`config.mk`:
```
export PLATFORM = sky130hd
export DESIGN_NAME = soc_ctrl
export DESIGN_NICKNAME = d
export VERILOG_FILES = /design/src/design/soc_pkg.sv /design/src/design/soc_ctrl.sv
export SDC_FILE = /design/constraint.sdc
export NUM_CORES = 1
export LEC_CHECK = 0
export BUFFER_PORTS_ARGS = -buffer_cell sky130_fd_sc_hd__buf_2
export CORE_AREA = 2 2 39 41
export CTS_BUF_LIST = sky130_fd_sc_hd__clkbuf_2 sky130_fd_sc_hd__clkbuf_4 sky130_fd_sc_hd__clkbuf_8
export CTS_CLUSTER_SIZE = 16
export DETAILED_ROUTE_END_ITERATION = 10
export DIE_AREA = 0 0 41 43
export PLACE_DENSITY = 0.44
export SYNTH_ARGS = -nofsm -noshare
export SYNTH_HDL_FRONTEND = slang
export SYNTH_SLANG_ARGS = --single-unit
```
`constraint.sdc`:
```
create_clock -name clk -period 1.6 [get_ports clk]
set_input_delay 0.08 -clock clk [delete_from_list [all_inputs] [get_ports clk]]
set_output_delay 0.08 -clock clk [all_outputs]
set_load 0.1 [all_outputs]
```
`src/design/soc_pkg.sv`:
```
// shared constants, codes and control types for the sorted array occurrence counter
package soc_pkg;

	localparam int STORE_DEPTH = 1024;
	localparam int VALUE_W     = 32;
	localparam int ADDR_W      = (STORE_DEPTH > 2) ? $clog2(STORE_DEPTH) : 1;
	localparam int CNT_W       = $clog2(STORE_DEPTH + 1);
	localparam int IDX_W       = CNT_W + 1;
	localparam int OCC_W       = 11;
	localparam int SUM_W       = (IDX_W > OCC_W) ? IDX_W : OCC_W;
	localparam int IN_TUSER_W  = 2;
	localparam int OUT_TDATA_W = ((OCC_W + 7) / 8) * 8;

	localparam logic KIND_LOAD  = 1'b0;
	localparam logic KIND_QUERY = 1'b1;

	typedef enum logic [2:0] {
		ST_IDLE,
		ST_PROBE_L,
		ST_CMP_L,
		ST_PROBE_R,
		ST_CMP_R,
		ST_EMIT
	} soc_state_t;

	typedef struct packed {
		logic load;
		logic start;
		logic issue;
		logic compare;
		logic toward_left;
		logic switch_right;
		logic emit;
	} soc_cmd_t;

	typedef struct packed {
		logic range_empty;
		logic found_none;
		logic out_free;
	} soc_status_t;

endpackage

```
`src/design/soc_ctrl.sv`:
```
// controller state machine sequencing loads and the two bound searches
module soc_ctrl (
	input  logic                clk,
	input  logic                arst_n,
	input  logic                in_valid,
	input  logic                in_kind,
	input  soc_pkg::soc_status_t status,
	output logic                in_ready,
	output soc_pkg::soc_cmd_t   cmd
);
	import soc_pkg::*;

	soc_state_t state_q;
	soc_state_t state_d;

	always_ff @(posedge clk or negedge arst_n) begin
		if (!arst_n) begin
			state_q <= ST_IDLE;
		end else begin
			state_q <= state_d;
		end
	end

	always_comb begin
		state_d = state_q;
		case (state_q)
			ST_IDLE: begin
				if (in_valid && (in_kind == KIND_QUERY)) begin
					state_d = ST_PROBE_L;
				end
			end
			ST_PROBE_L: begin
				if (!status.range_empty) begin
					state_d = ST_CMP_L;
				end else if (status.found_none) begin
					state_d = ST_EMIT;
				end else begin
					state_d = ST_PROBE_R;
				end
			end
			ST_CMP_L: begin
				state_d = ST_PROBE_L;
			end
			ST_PROBE_R: begin
				if (status.range_empty) begin
					state_d = ST_EMIT;
				end else begin
					state_d = ST_CMP_R;
				end
			end
			ST_CMP_R: begin
				state_d = ST_PROBE_R;
			end
			ST_EMIT: begin
				if (status.out_free) begin
					state_d = ST_IDLE;
				end
			end
			default: begin
				state_d = ST_IDLE;
			end
		endcase
	end

	always_comb begin
		cmd      = '0;
		in_ready = 1'b0;
		case (state_q)
			ST_IDLE: begin
				in_ready  = 1'b1;
				cmd.load  = in_valid && (in_kind == KIND_LOAD);
				cmd.start = in_valid && (in_kind == KIND_QUERY);
			end
			ST_PROBE_L: begin
				cmd.issue        = !status.range_empty;
				cmd.switch_right = status.range_empty && !status.found_none;
			end
			ST_CMP_L: begin
				cmd.compare     = 1'b1;
				cmd.toward_left = 1'b1;
			end
			ST_PROBE_R: begin
				cmd.issue = !status.range_empty;
			end
			ST_CMP_R: begin
				cmd.compare = 1'b1;
			end
			ST_EMIT: begin
				cmd.emit = status.out_free;
			end
			default: begin
				cmd = '0;
			end
		endcase
	end

endmodule

```
# Yosys cells after proc, flatten, opt, wreduce, memory -nomap -nowiden
# Cells that the tools add are included.
[word_totals]
inputBits = 7
out_inout_bits = 8
word_cells = 31
register_bits = 3
[classes]
bitwise = 1
n_reduce_logical = 9
n_eq_ne = 7
muxes = 13
[op_table]
columns = ["op", "n"]
rows = [
  ["$pmux W3 S6", 1],
  ["$mux W3", 4],
  ["$mux W1", 7],
  ["$eq A3 B2 Y1 const B", 2],
  ["$eq A3 B3 Y1 const B", 2],
  ["$ne A2 B2 Y1 const B", 2],
  ["$reduce_or A2 Y1", 2],
  ["$eq A3 B1 Y1 const B", 1],
  ["$logic_and A1 B1 Y1", 3],
  ["$logic_not A3 Y1", 1],
  ["$logic_not A1 Y1", 2],
  ["$mux W2", 1],
  ["$reduce_and A2 Y1", 1],
  ["$not A1 Y1", 1],
]

# Logic depth before layout (Yosys ltp)
# Gate-level depths: netlist of the first run.
[logic_depth]
depth_word = 3
ltp_mapped = 4
ltp_nobuf = 3

# Worst setup path before layout of the first run
# OpenSTA, ideal clock, no wires.
[synth_timing]
kind = "register -> output"
from = "reg state_q[0]"
to = "out cmd[6] in the netlist's numbering"
arrival_time_ps = 2716
path_stages_with_launch = 5
required_ps = 1520
n_path_buf = 1
slack_ps = -1196
path_cell_list = "dfrtp_1 -> buf_4 -> nor3_4 -> nand2_1 -> nor2_1"
[synth_lines]
columns = ["element", "line", "text"]
rows = [
  ["start, declared", "soc_ctrl.sv:13", "soc_state_t state_q;"],
  ["start signal, assigned", "soc_ctrl.sv:20", "state_q <= state_d;"],
  ["end, declared", "soc_ctrl.sv:9", "output soc_pkg::soc_cmd_t cmd"],
]

==> results of run 1 <==
kinds of logic (layout without fill, tap and decap cells):
family / Yosys count / in the layout / share of synthesized area
buf+inv: 3 / 19 / 0.1384
flops: 3 / 3 / 0.2679
xor+xnor: 1 / 1 / 0.03126
simple gates: 14 / 14 / 0.3840
compound gates: 7 / 7 / 0.1786
through the flow:
stage	setup TNS, ns	instance area [sq um]	hold slack [ns]
after detailed placement	0	481.7	-0.1240
after global routing	0	524.3	0.1822
after global placement	0	481.7	-0.1212
after CTS	0	521.8	0.1694
after floorplan	-1.345	310.3	-0.2156
final	0	524.3	0.1683
area by class of cell:
type | instances | area, sq um | area share
clock buffer | 4 | 30.03 | 0.05728
multi-input combinational | 22 | 196.4 | 0.3747
sequential | 3 | 77.57 | 0.1480
tap | 16 | 20.02 | 0.03819
timing repair buffer | 15 | 200.2 | 0.3819
how the worst min path moves through the flow:
stage	startpoint	endpoint	slack [ns]	depth (start not counted)
3_3_place_gp	arst_n	state_q[1]$_DFFE_PN0P_	-0.12	1
2_1_floorplan	arst_n	state_q[0]$_DFFE_PN0P_	-0.22	0
3_5_place_dp	arst_n	state_q[1]$_DFFE_PN0P_	-0.12	1
4_1_cts	status[0]	state_q[0]$_DFFE_PN0P_	0.17	4
5_1_grt	arst_n	state_q[1]$_DFFE_PN0P_	0.18	2
6_report	status[0]	state_q[0]$_DFFE_PN0P_	0.17	4
metal layers:
layer | vias up | track usage | routed length (microns)
met5 | - | 0 | 0
met4 | 0 | 0.08000 | 0
met3 | 0 | 0.03141 | 19
met1 | 122 | 0.1013 | 262
met2 | 8 | 0.1156 | 310
li1 | 133 | - | -
cells in the mapped netlist:
| cell type | instances |
|---|---|
| sky130_fd_sc_hd__a211o_1 | 1 |
| sky130_fd_sc_hd__a21oi_1 | 1 |
| sky130_fd_sc_hd__nand2_1 | 2 |
| sky130_fd_sc_hd__nor2b_1 | 1 |
| sky130_fd_sc_hd__o21ai_0 | 1 |
| sky130_fd_sc_hd__and3_1 | 2 |
| sky130_fd_sc_hd__a21o_1 | 1 |
| sky130_fd_sc_hd__xnor2_1 | 1 |
| sky130_fd_sc_hd__dfrtp_1 | 3 |
| sky130_fd_sc_hd__buf_6 | 1 |
| sky130_fd_sc_hd__nor3b_1 | 1 |
| sky130_fd_sc_hd__and4b_1 | 1 |
| sky130_fd_sc_hd__nor4b_2 | 1 |
| sky130_fd_sc_hd__or2b_1 | 1 |
| sky130_fd_sc_hd__nor2_1 | 3 |
| sky130_fd_sc_hd__nor3_4 | 1 |
| sky130_fd_sc_hd__buf_12 | 1 |
| sky130_fd_sc_hd__a211oi_1 | 1 |
| sky130_fd_sc_hd__buf_4 | 1 |
| sky130_fd_sc_hd__nand2b_4 | 1 |
| sky130_fd_sc_hd__o31ai_1 | 1 |
| sky130_fd_sc_hd__a21oi_2 | 1 |
placed cells by master (no fill, tap or decap):
cell type                       synthesis  final
sky130_fd_sc_hd__and4b_1                1      1
sky130_fd_sc_hd__nand2_2                0      1
sky130_fd_sc_hd__nor2b_1                1      1
sky130_fd_sc_hd__nor2_4                 0      1
sky130_fd_sc_hd__xnor2_1                1      1
sky130_fd_sc_hd__and3_1                 2      1
sky130_fd_sc_hd__a211oi_1               1      1
sky130_fd_sc_hd__nor2_2                 0      2
sky130_fd_sc_hd__or2b_1                 1      1
sky130_fd_sc_hd__o31ai_1                1      1
sky130_fd_sc_hd__nand2b_4               1      1
sky130_fd_sc_hd__nor4b_4                0      1
sky130_fd_sc_hd__dfrtp_1                3      1
sky130_fd_sc_hd__and3_2                 0      1
sky130_fd_sc_hd__a211o_1                1      1
sky130_fd_sc_hd__dfrtp_2                0      2
sky130_fd_sc_hd__nor3b_2                0      1
sky130_fd_sc_hd__o21ai_0                1      1
sky130_fd_sc_hd__clkbuf_4               0      4
sky130_fd_sc_hd__nor3_4                 1      1
sky130_fd_sc_hd__dlygate4sd3_1          0      1
sky130_fd_sc_hd__a21oi_2                1      1
sky130_fd_sc_hd__nand2_1                2      1
sky130_fd_sc_hd__buf_12                 1      8
sky130_fd_sc_hd__a21oi_1                1      1
sky130_fd_sc_hd__buf_2                  0      6
sky130_fd_sc_hd__a21o_1                 1      1
repair_timing:
action,in CTS,in global routing
resized for setup,0,2
endpoints found under the setup margin,0,3
endpoints found under the hold margin,3,0
hold buffers,1,0
worst max-delay path, cell delays in order, from the launching register on:
cell                       delay [ns]
sky130_fd_sc_hd__dfrtp_1         0.50
sky130_fd_sc_hd__nand2b_4        0.22
sky130_fd_sc_hd__nor4b_4         0.27
sky130_fd_sc_hd__buf_12          0.21
==> impl_metrics.toml, run 1 <==
[outcome]
result_of_the_run = "finished clean"

[placement]
hpwl_microns = 473.6
port_buffers = 14
gpl.final_weighted_congestion = 0.6546
post-place-ws_ns = 0.2695
placed_cells_incl_taps = 55

[floorplanning]
core_area_sq_um = 1384
floorplan.initialDensity = 0.2025
die_area_sq_um = 1763
num_io_pins = 15
num_rows = 14
dieHeight_microns = 43
die_span_x_microns = 41

[cells_and_area]
post-route-util = 0.3788
diodes = 0
fraction_of_final_layout_cells_sized_beyond_drive_strength_1 = 0.6818
num-fill-cells = 140
largest_reg_flops = 3
reg_top3 = "state_q x3"
top_register = "state_q"
areaGrowthSynthToFinish_pct = 87.05
finalNonFillerCells = 60
count_of_nets_after_finishing = 52

[grt]
grt_antenna_before_repair = 0
via_count_of_the_first_global_routing_pass = 243
grt_start_max_net_pins = 11
grt_overall_usage = 0.08678
grt_first_pass_wirelength_microns = 959
grt_overflow_total = 0

[logic_synthesis]
number_of_warning_messages_in_the_yosys_log = 0
ys_top_cells_by_area = "sky130_fd_sc_hd__dfrtp_1 27%, sky130_fd_sc_hd__buf_12 7.1%, sky130_fd_sc_hd__nor3_4 5.8%, sky130_fd_sc_hd__nor4b_2 5.4%, sky130_fd_sc_hd__nand2b_4 4.9%"
ys_seq_area_frac = 0.2679
post_syn_nets = 35
synth_cell_type_count = 22
netlist.top_cell.by_area = "sky130_fd_sc_hd__dfrtp_1"
synthCells = 28
yosys_register_bits = 3
post_synth.cell_area_avg_sq_um = 10.01
synth_largest_type_area_fraction = 0.2679
total_standard_cell_area_after_synthesis_sq_um = 280.3

[clock_tree]
clock_sinks = 3
post_cts.repair.setup_buffers = 0
htree_num_levels = 1
clk-insertion-delay-late_ns = 0.23
path_clk_slew_ns = 0.04
cts_tree = "yes"
clock_path_buffers = 2
clock_tree.root_cell = "sky130_fd_sc_hd__clkbuf_4"
tritoncts.num_buffers = 3

[critical_path]
cp_max_fo = 10
cp_data_required_time_ns = 1.52
worstPathArrival_ns = 1.43
worstSetupEndpointType = "primary output"
reg2reg_slack_ns = 0.51
critPathCapture = "cmd[1]"
worst-setup-path-type = "register to primary output"
setup.worst_path.start = "state_q[2]$_DFFE_PN0P_"
r2r_cells = 2
timing.rr.start = "state_q[2]$_DFFE_PN0P_"
worst_setup_path_start_kind = "register"
crit-reg2reg-capture = "state_q[2]$_DFFE_PN0P_"

[route]
total_via_count_after_detailed_routing = 263
drc_errors = 0
route.detailed.wl_per_inst_microns = 9.867
drt_first_iter_violations = 3
total_routed_length_microns = 592
vias_per_cell = 4.383
dr.pass1.iters = 3
antenna_left = 0

[timing]
report.final.slew_viol_count = 0
clock.fmax_mhz = 663.0
timing.final.hold_violations = 0
final.setup.worst_slack_ns = 0.09161
fin_crit_sh = 0.9427
setup_repair_after_global_routing_missed_its_margin = "false"
worst-slew-pin-transition_ns = 0.3640
timing.final.setup_violations = 0
relSlewSlack = 0.7573
period_needed_ns = 1.508
worst_setup_skew_after_layout_ns = 0.002119

[flow_run]
timing.max_cap.violations = 0

[worst_hold_path]
holdCritPathClass = "primary input to register"
Power of run 1 is left out: the tool's default activity adds up to more than one toggle a clock period on the data nets, which glitch-free logic cannot reach.
==> inputs of run 2 (changes only) <==
- CTS_CLUSTER_DIAMETER: default -> 150
- PLACE_DENSITY: 0.44 -> 0.48
==> run 2 against run 1 <==
Net effect: core utilization unchanged; sequential share of layout area unchanged; cell area unchanged; clock-buffer cell count unchanged; non-clock buffer count unchanged; die area unchanged; critical path type unchanged; highest routed layer is now met4.
==> impl_metrics.toml, run 2 (synthesis gave the netlist of run 1 again) <==
[grt]
grt_overall_usage = 0.1007
grt_overflow_total = 0
grt_start_max_net_pins = 11
grt_antenna_before_repair = 0
grt_first_pass_wirelength_mm = 1.138
via_count_of_the_first_global_routing_pass = 290

[critical_path]
critical_path_cell_count = 3
worstSetupEndpointType = "primary output"
timing.critical_path.cells = "nor3_4 > and3_2 > buf_12"
cp_top_family = "simple AND/OR/NAND/NOR gates"
highest_delay_cell_along_the_critical_path = "sky130_fd_sc_hd__dfrtp_2"
slowest_delay_ns = 0.49
worst-setup-path-type = "register to primary output"
worstPathArrival_ns = 1.43
timing.critical_path.buf_inv = 1
cp_data_required_time_ns = 1.52
r2r_cells = 2
worst_setup_path_start_kind = "register"
cp_max_fo = 10

[timing]
clock.fmax_mhz = 661.0
relSlewSlack = 0.7626
worst_setup_skew_after_layout_ns = 0.001569
fin_crit_sh = 0.9456
worst-slew-pin-transition_ns = 0.3562
period_needed_ns = 1.513
report.final.slew_viol_count = 0
timing.final.hold_violations = 0
setup_repair_after_global_routing_missed_its_margin = "false"
timing.final.setup_violations = 0

[clock_tree]
clock_tree.root_cell = "sky130_fd_sc_hd__clkbuf_4"
clk-insertion-delay-late_ns = 0.23
clock_path_buffers = 2
post_cts.repair.setup_buffers = 0
clock_sinks = 3
cts_tree = "yes"
tritoncts.num_buffers = 3
path_clk_slew_ns = 0.03
htree_num_levels = 1

[placement]
gpl.final_weighted_congestion = 0.6472
hpwl_microns = 465
port_buffers = 14

[cells_and_area]
count_of_nets_after_finishing = 52
top_register = "state_q"
largest_reg_flops = 3
fraction_of_final_layout_cells_sized_beyond_drive_strength_1 = 0.6818
mostFrequentLayoutCell = "sky130_fd_sc_hd__buf_12"
most_frequent_cells_in_the_layout = "8 x sky130_fd_sc_hd__buf_12, 6 x sky130_fd_sc_hd__buf_2, 4 x sky130_fd_sc_hd__clkbuf_4"
diodes = 0
areaGrowthSynthToFinish_pct = 87.05
reg_top3 = "state_q x3"
post-route-util = 0.3788
num-fill-cells = 150

[floorplanning]
dieHeight_microns = 43
num_io_pins = 15
floorplan.initialDensity = 0.2025
num_rows = 14
die_span_x_microns = 41
die_area_sq_um = 1763
core_area_sq_um = 1384

[route]
route.detailed.wl_per_inst_microns = 10.63
dr.pass1.iters = 2
total_routed_length_microns = 638
antenna_left = 0
vias_per_cell = 4.350
drc_errors = 0
total_via_count_after_detailed_routing = 261
drt_first_iter_violations = 3

[flow_run]
timing.max_cap.violations = 0

[worst_hold_path]
hold-path-cell-count = 4
holdCritPathClass = "primary input to register"

[outcome]
result_of_the_run = "finished clean"
==> run 2: timing repair <==
item | CTS | global route
hold buffers | 1 | 0
gates resized for setup | 0 | 2
setup endpoints to repair | 0 | 2
hold endpoints to repair | 3 | 0
==> run 2: stage by stage <==
step           cells  TNS (ns)  setup slack, ns  cell area (sq um)  hold slack (ns)
2_1_floorplan     28    -1.345          -0.4919              310.3          -0.2156
3_3_place_gp      55         0           0.2798              481.7          -0.1225
3_5_place_dp      55         0           0.2763              481.7          -0.1235
4_1_cts           60         0          0.01427              521.8           0.1631
5_1_grt           60         0          0.01466              524.3           0.1772
6_report          60         0          0.08704              524.3           0.1597
==> run 2: final timing paths <==
check	from	endpoint	slack, ns
max in group asynchronous	arst_n	state_q[0]$_DFFE_PN0P_	1.30
hold reg to reg	state_q[1]$_DFFE_PN0P_	state_q[1]$_DFFE_PN0P_	0.59
min in group asynchronous	arst_n	state_q[2]$_DFFE_PN0P_	0.18
hold / removal	status[0]	state_q[0]$_DFFE_PN0P_	0.16
setup reg to reg	state_q[2]$_DFFE_PN0P_	state_q[2]$_DFFE_PN0P_	0.50
setup / recovery	state_q[0]$_DFFE_PN0P_	cmd[5]	0.09
==> run 2: worst register-to-register path, delay by kind of cell (launching register included) <==
kind | cells | cell delay (ns)
and+or+nand+nor | 1 | 0.17
AOI/OAI and AO/OA | 1 | 0.33
DFF | 1 | 0.49
==> run 2: layout make-up <==
class / count / area [sq um] / share of cell area
multi-input combinational: 22 / 196.4 / 0.3747
timing repair buffer: 15 / 200.2 / 0.3819
tap: 16 / 20.02 / 0.03819
sequential: 3 / 77.57 / 0.1480
clock buffer: 4 / 30.03 / 0.05728
==> run 2: layer usage <==
layer	wire length [microns]	share of wire	GRT usage
met5	0	0	0
met4	22	0.034	0.1000
met3	42	0.066	0.05759
met2	323	0.51	0.1313
met1	250	0.39	0.1039
Power of run 2 is left out for the same reason.
==> inputs of run 3 (changes only) <==
--- a/config.mk
+++ b/config.mk
@@ -6,5 +6,5 @@
 export NUM_CORES = 1
 export LEC_CHECK = 0
-export BUFFER_PORTS_ARGS = -buffer_cell sky130_fd_sc_hd__buf_2
+export ABC_AREA = 1
 export CORE_AREA = 2 2 39 41
 export CTS_BUF_LIST = sky130_fd_sc_hd__clkbuf_2 sky130_fd_sc_hd__clkbuf_4 sky130_fd_sc_hd__clkbuf_8
@@ -13,5 +13,6 @@
 export DETAILED_ROUTE_END_ITERATION = 10
 export DIE_AREA = 0 0 41 43
-export PLACE_DENSITY = 0.48
+export DONT_BUFFER_PORTS = 1
+export PLACE_DENSITY = 0.35
 export SYNTH_ARGS = -nofsm -noshare
 export SYNTH_HDL_FRONTEND = slang
==> constraint.sdc (replaced) <==
create_clock -name clk -period 1.6 [get_ports clk]
set_input_delay 0.24 -clock clk [delete_from_list [all_inputs] [get_ports clk]]
set_output_delay 0.24 -clock clk [all_outputs]
set_load 0.1 [all_outputs]
==> run 3 against run 2 <==
Net effect: non-clock buffer count is 3 lower; highest routed layer unchanged; register-to-register slack better by 0.11 ns; largest cell class is now multi-input gates; cell count increased by 13%.
==> impl_metrics.toml, run 3 <==
[outcome]
result_of_the_run = "finished clean"

[critical_path]
worstSetupEndpointType = "primary output"
r2r_cells = 5
worst-setup-path-type = "register to primary output"
worst_setup_path_start_kind = "register"
timing.critical_path.cells = "nor2_4 > nand2_4 > inv_6 > nand2_2 > nor2_4 > buf_12"
reg2reg_slack_ns = 0.61
slowest_delay_ns = 0.45
crit-reg2reg-capture = "state_q[0]$_DFFE_PN0P_"
worst_path_most_repeated_cell = "sky130_fd_sc_hd__nor2_4"
setup.worst_path.start = "state_q[0]$_DFFE_PN0P_"
cp_data_required_time_ns = 1.36
cp_max_fo = 6
worstPathArrival_ns = 1.31
highest_delay_cell_along_the_critical_path = "sky130_fd_sc_hd__dfrtp_2"
timing.rr.start = "state_q[1]$_DFFE_PN0P_"

[worst_hold_path]
hold-path-cell-count = 3
worstHoldEndpoint = "state_q[1]$_DFFE_PN0P_"
min_from = "status[1]"
holdCritPathClass = "primary input to register"

[logic_synthesis]
total_standard_cell_area_after_synthesis_sq_um = 246.5
ys_seq_area_frac = 0.3046
synth_cell_type_count = 15
netlist.top_cell.by_area = "sky130_fd_sc_hd__dfrtp_1"
dominantRegCellSynth = "sky130_fd_sc_hd__dfrtp_1"
synthArstFlopShare = 1.000
ys_top_cells_by_area = "sky130_fd_sc_hd__dfrtp_1 30%, sky130_fd_sc_hd__nand2_1 9.1%, sky130_fd_sc_hd__nor2_1 9.1%, sky130_fd_sc_hd__nand3_1 6.1%, sky130_fd_sc_hd__o21ai_1 6.1%"
post_synth.cell_area_avg_sq_um = 6.662
synth_common_cells = "6 x sky130_fd_sc_hd__nand2_1, 6 x sky130_fd_sc_hd__nor2_1, 4 x sky130_fd_sc_hd__inv_1"
synthCells = 37
number_of_synthesized_flops_with_an_enable_pin = 0
post_syn_nets = 44
number_of_warning_messages_in_the_yosys_log = 0
yosys_register_bits = 3
synth_largest_type_area_fraction = 0.3046

[timing]
setup_repair_after_global_routing_missed_its_margin = "true"
worst-slew-pin-transition_ns = 0.2789
fin_setup_tns_ns = 0
report.final.slew_viol_count = 0
relSlewSlack = 0.8156
timing.final.setup_violations = 0
worst_setup_skew_after_layout_ns = 0.005005
fin_crit_sh = 0.9705
timing.final.hold_violations = 0
period_needed_ns = 1.553
clock.fmax_mhz = 644.0

[floorplanning]
num_io_pins = 15
core_area_sq_um = 1384
die_area_sq_um = 1763
dieHeight_microns = 43
die_span_x_microns = 41
num_rows = 14
floorplan.initialDensity = 0.1781

[route]
dr.pass1.iters = 4
drc_errors = 0
total_routed_length_microns = 709
drt_first_iter_violations = 9
antenna_left = 0
total_via_count_after_detailed_routing = 303
vias_per_cell = 4.456
route.detailed.wl_per_inst_microns = 10.43

[grt]
grt_overflow_total = 0
grt_overall_usage = 0.08981
via_count_of_the_first_global_routing_pass = 285
grt_start_max_net_pins = 9
grt_antenna_before_repair = 0
grt_first_pass_wirelength_mm = 1.021

[cells_and_area]
areaGrowthSynthToFinish_pct = 118.8
finalNonFillerCells = 68
multiInputGateArea_sq_um = 191.4
num-fill-cells = 143
mostFrequentLayoutCell = "sky130_fd_sc_hd__buf_12"
top_register = "state_q"
diodes = 0
reg_top3 = "state_q x3"
count_of_nets_after_finishing = 60
most_frequent_cells_in_the_layout = "7 x sky130_fd_sc_hd__buf_12, 6 x sky130_fd_sc_hd__nand2_1"
largest_reg_flops = 3
register_area_sq_um = 78.83
fraction_of_final_layout_cells_sized_beyond_drive_strength_1 = 0.6346

[placement]
hpwl_microns = 521
gpl.final_weighted_congestion = 0.7723
placed_cells_incl_taps = 60
port_buffers = 0

[clock_tree]
tritoncts.num_buffers = 3
clock_tree.root_cell = "sky130_fd_sc_hd__clkbuf_4"
clock_sinks = 3
clock_path_buffers = 2
path_clk_slew_ns = 0.04
htree_num_levels = 1
cts_tree = "yes"
clk-insertion-delay-late_ns = 0.24

[flow_run]
timing.max_cap.violations = 0
-- run 3: cell count changes in the layout (fill, tap and decap cells not counted), moves of 2 or more --
| cell | previous run | this run |
|---|---|---|
| sky130_fd_sc_hd__buf_2 | 6 | 0 |
| sky130_fd_sc_hd__nand2_1 | 1 | 6 |
| sky130_fd_sc_hd__buf_4 | 0 | 4 |
| sky130_fd_sc_hd__inv_1 | 0 | 4 |
| sky130_fd_sc_hd__nor2_4 | 1 | 4 |
| sky130_fd_sc_hd__nand3_1 | 0 | 2 |
| sky130_fd_sc_hd__nor2_1 | 0 | 2 |
| sky130_fd_sc_hd__o21ai_1 | 0 | 2 |
-- run 3: how the worst max path moves through the flow --
stage / end / slack, ns / cells after the start
CTS: cmd[6] / 0.01 / 6
global route: cmd[6] / -0.008 / 6
detailed placement: cmd[1] / 0.22 / 4
global placement: cmd[1] / 0.23 / 4
floorplan: cmd[1] / -0.11 / 3
finish: cmd[6] / 0.05 / 6
-- run 3: cell families after synthesis --
logic type | count (synthesis) | share of synthesized area
simple gates | 22 | 0.4619
flops | 3 | 0.3046
compound gates | 4 | 0.08118
buf+inv | 8 | 0.1523
-- run 3: what timing repair did --
action / CTS / global route
endpoints found under the hold margin: 3 / 0
endpoints found under the setup margin: 2 / 2
pin swaps: 0 / 1
cloned: 0 / 0
buffers inserted: 0 / 3
gates resized for setup: 3 / 5
hold buffers: 1 / 0
-- run 3: layout make-up --
type                       count  share of cell area
timing repair buffer          12              0.3341
clock buffer                   4             0.05568
sequential                     3              0.1462
multi-input combinational     26              0.3550
inverter                       7             0.07193
tap                           16             0.03712
-- run 3: worst max-delay path, delay by kind of cell (launching register included) --
kind                   cells  cell delay [ns]
DFF                        1             0.45
buffers and inverters      2             0.23
and+or+nand+nor            4             0.39
-- run 3: metrics by stage --
step                      hold slack, ns  setup slack (ns)    util  cell area (sq um)
after floorplan                 -0.05559           -0.1115       -              299.0
after global placement          -0.05552            0.2288  0.3291              455.4
after detailed placement        -0.05552            0.2165  0.3291              455.4
after CTS                         0.2160           0.01283  0.3617              500.5
after global routing              0.2303         -0.007651  0.3897              539.3
final                             0.2045           0.04727  0.3897              539.3
-- run 3: routing by layer --
metal / vias up / routed length [microns] / GRT usage
li1: 147 / - / -
met1: 139 / 260 / 0.09477
met2: 14 / 367 / 0.1281
met3: 3 / 64 / 0.03665
met4: 0 / 17 / 0.08000
met5: - / 0 / 0
Power of run 3 is left out for the same reason.
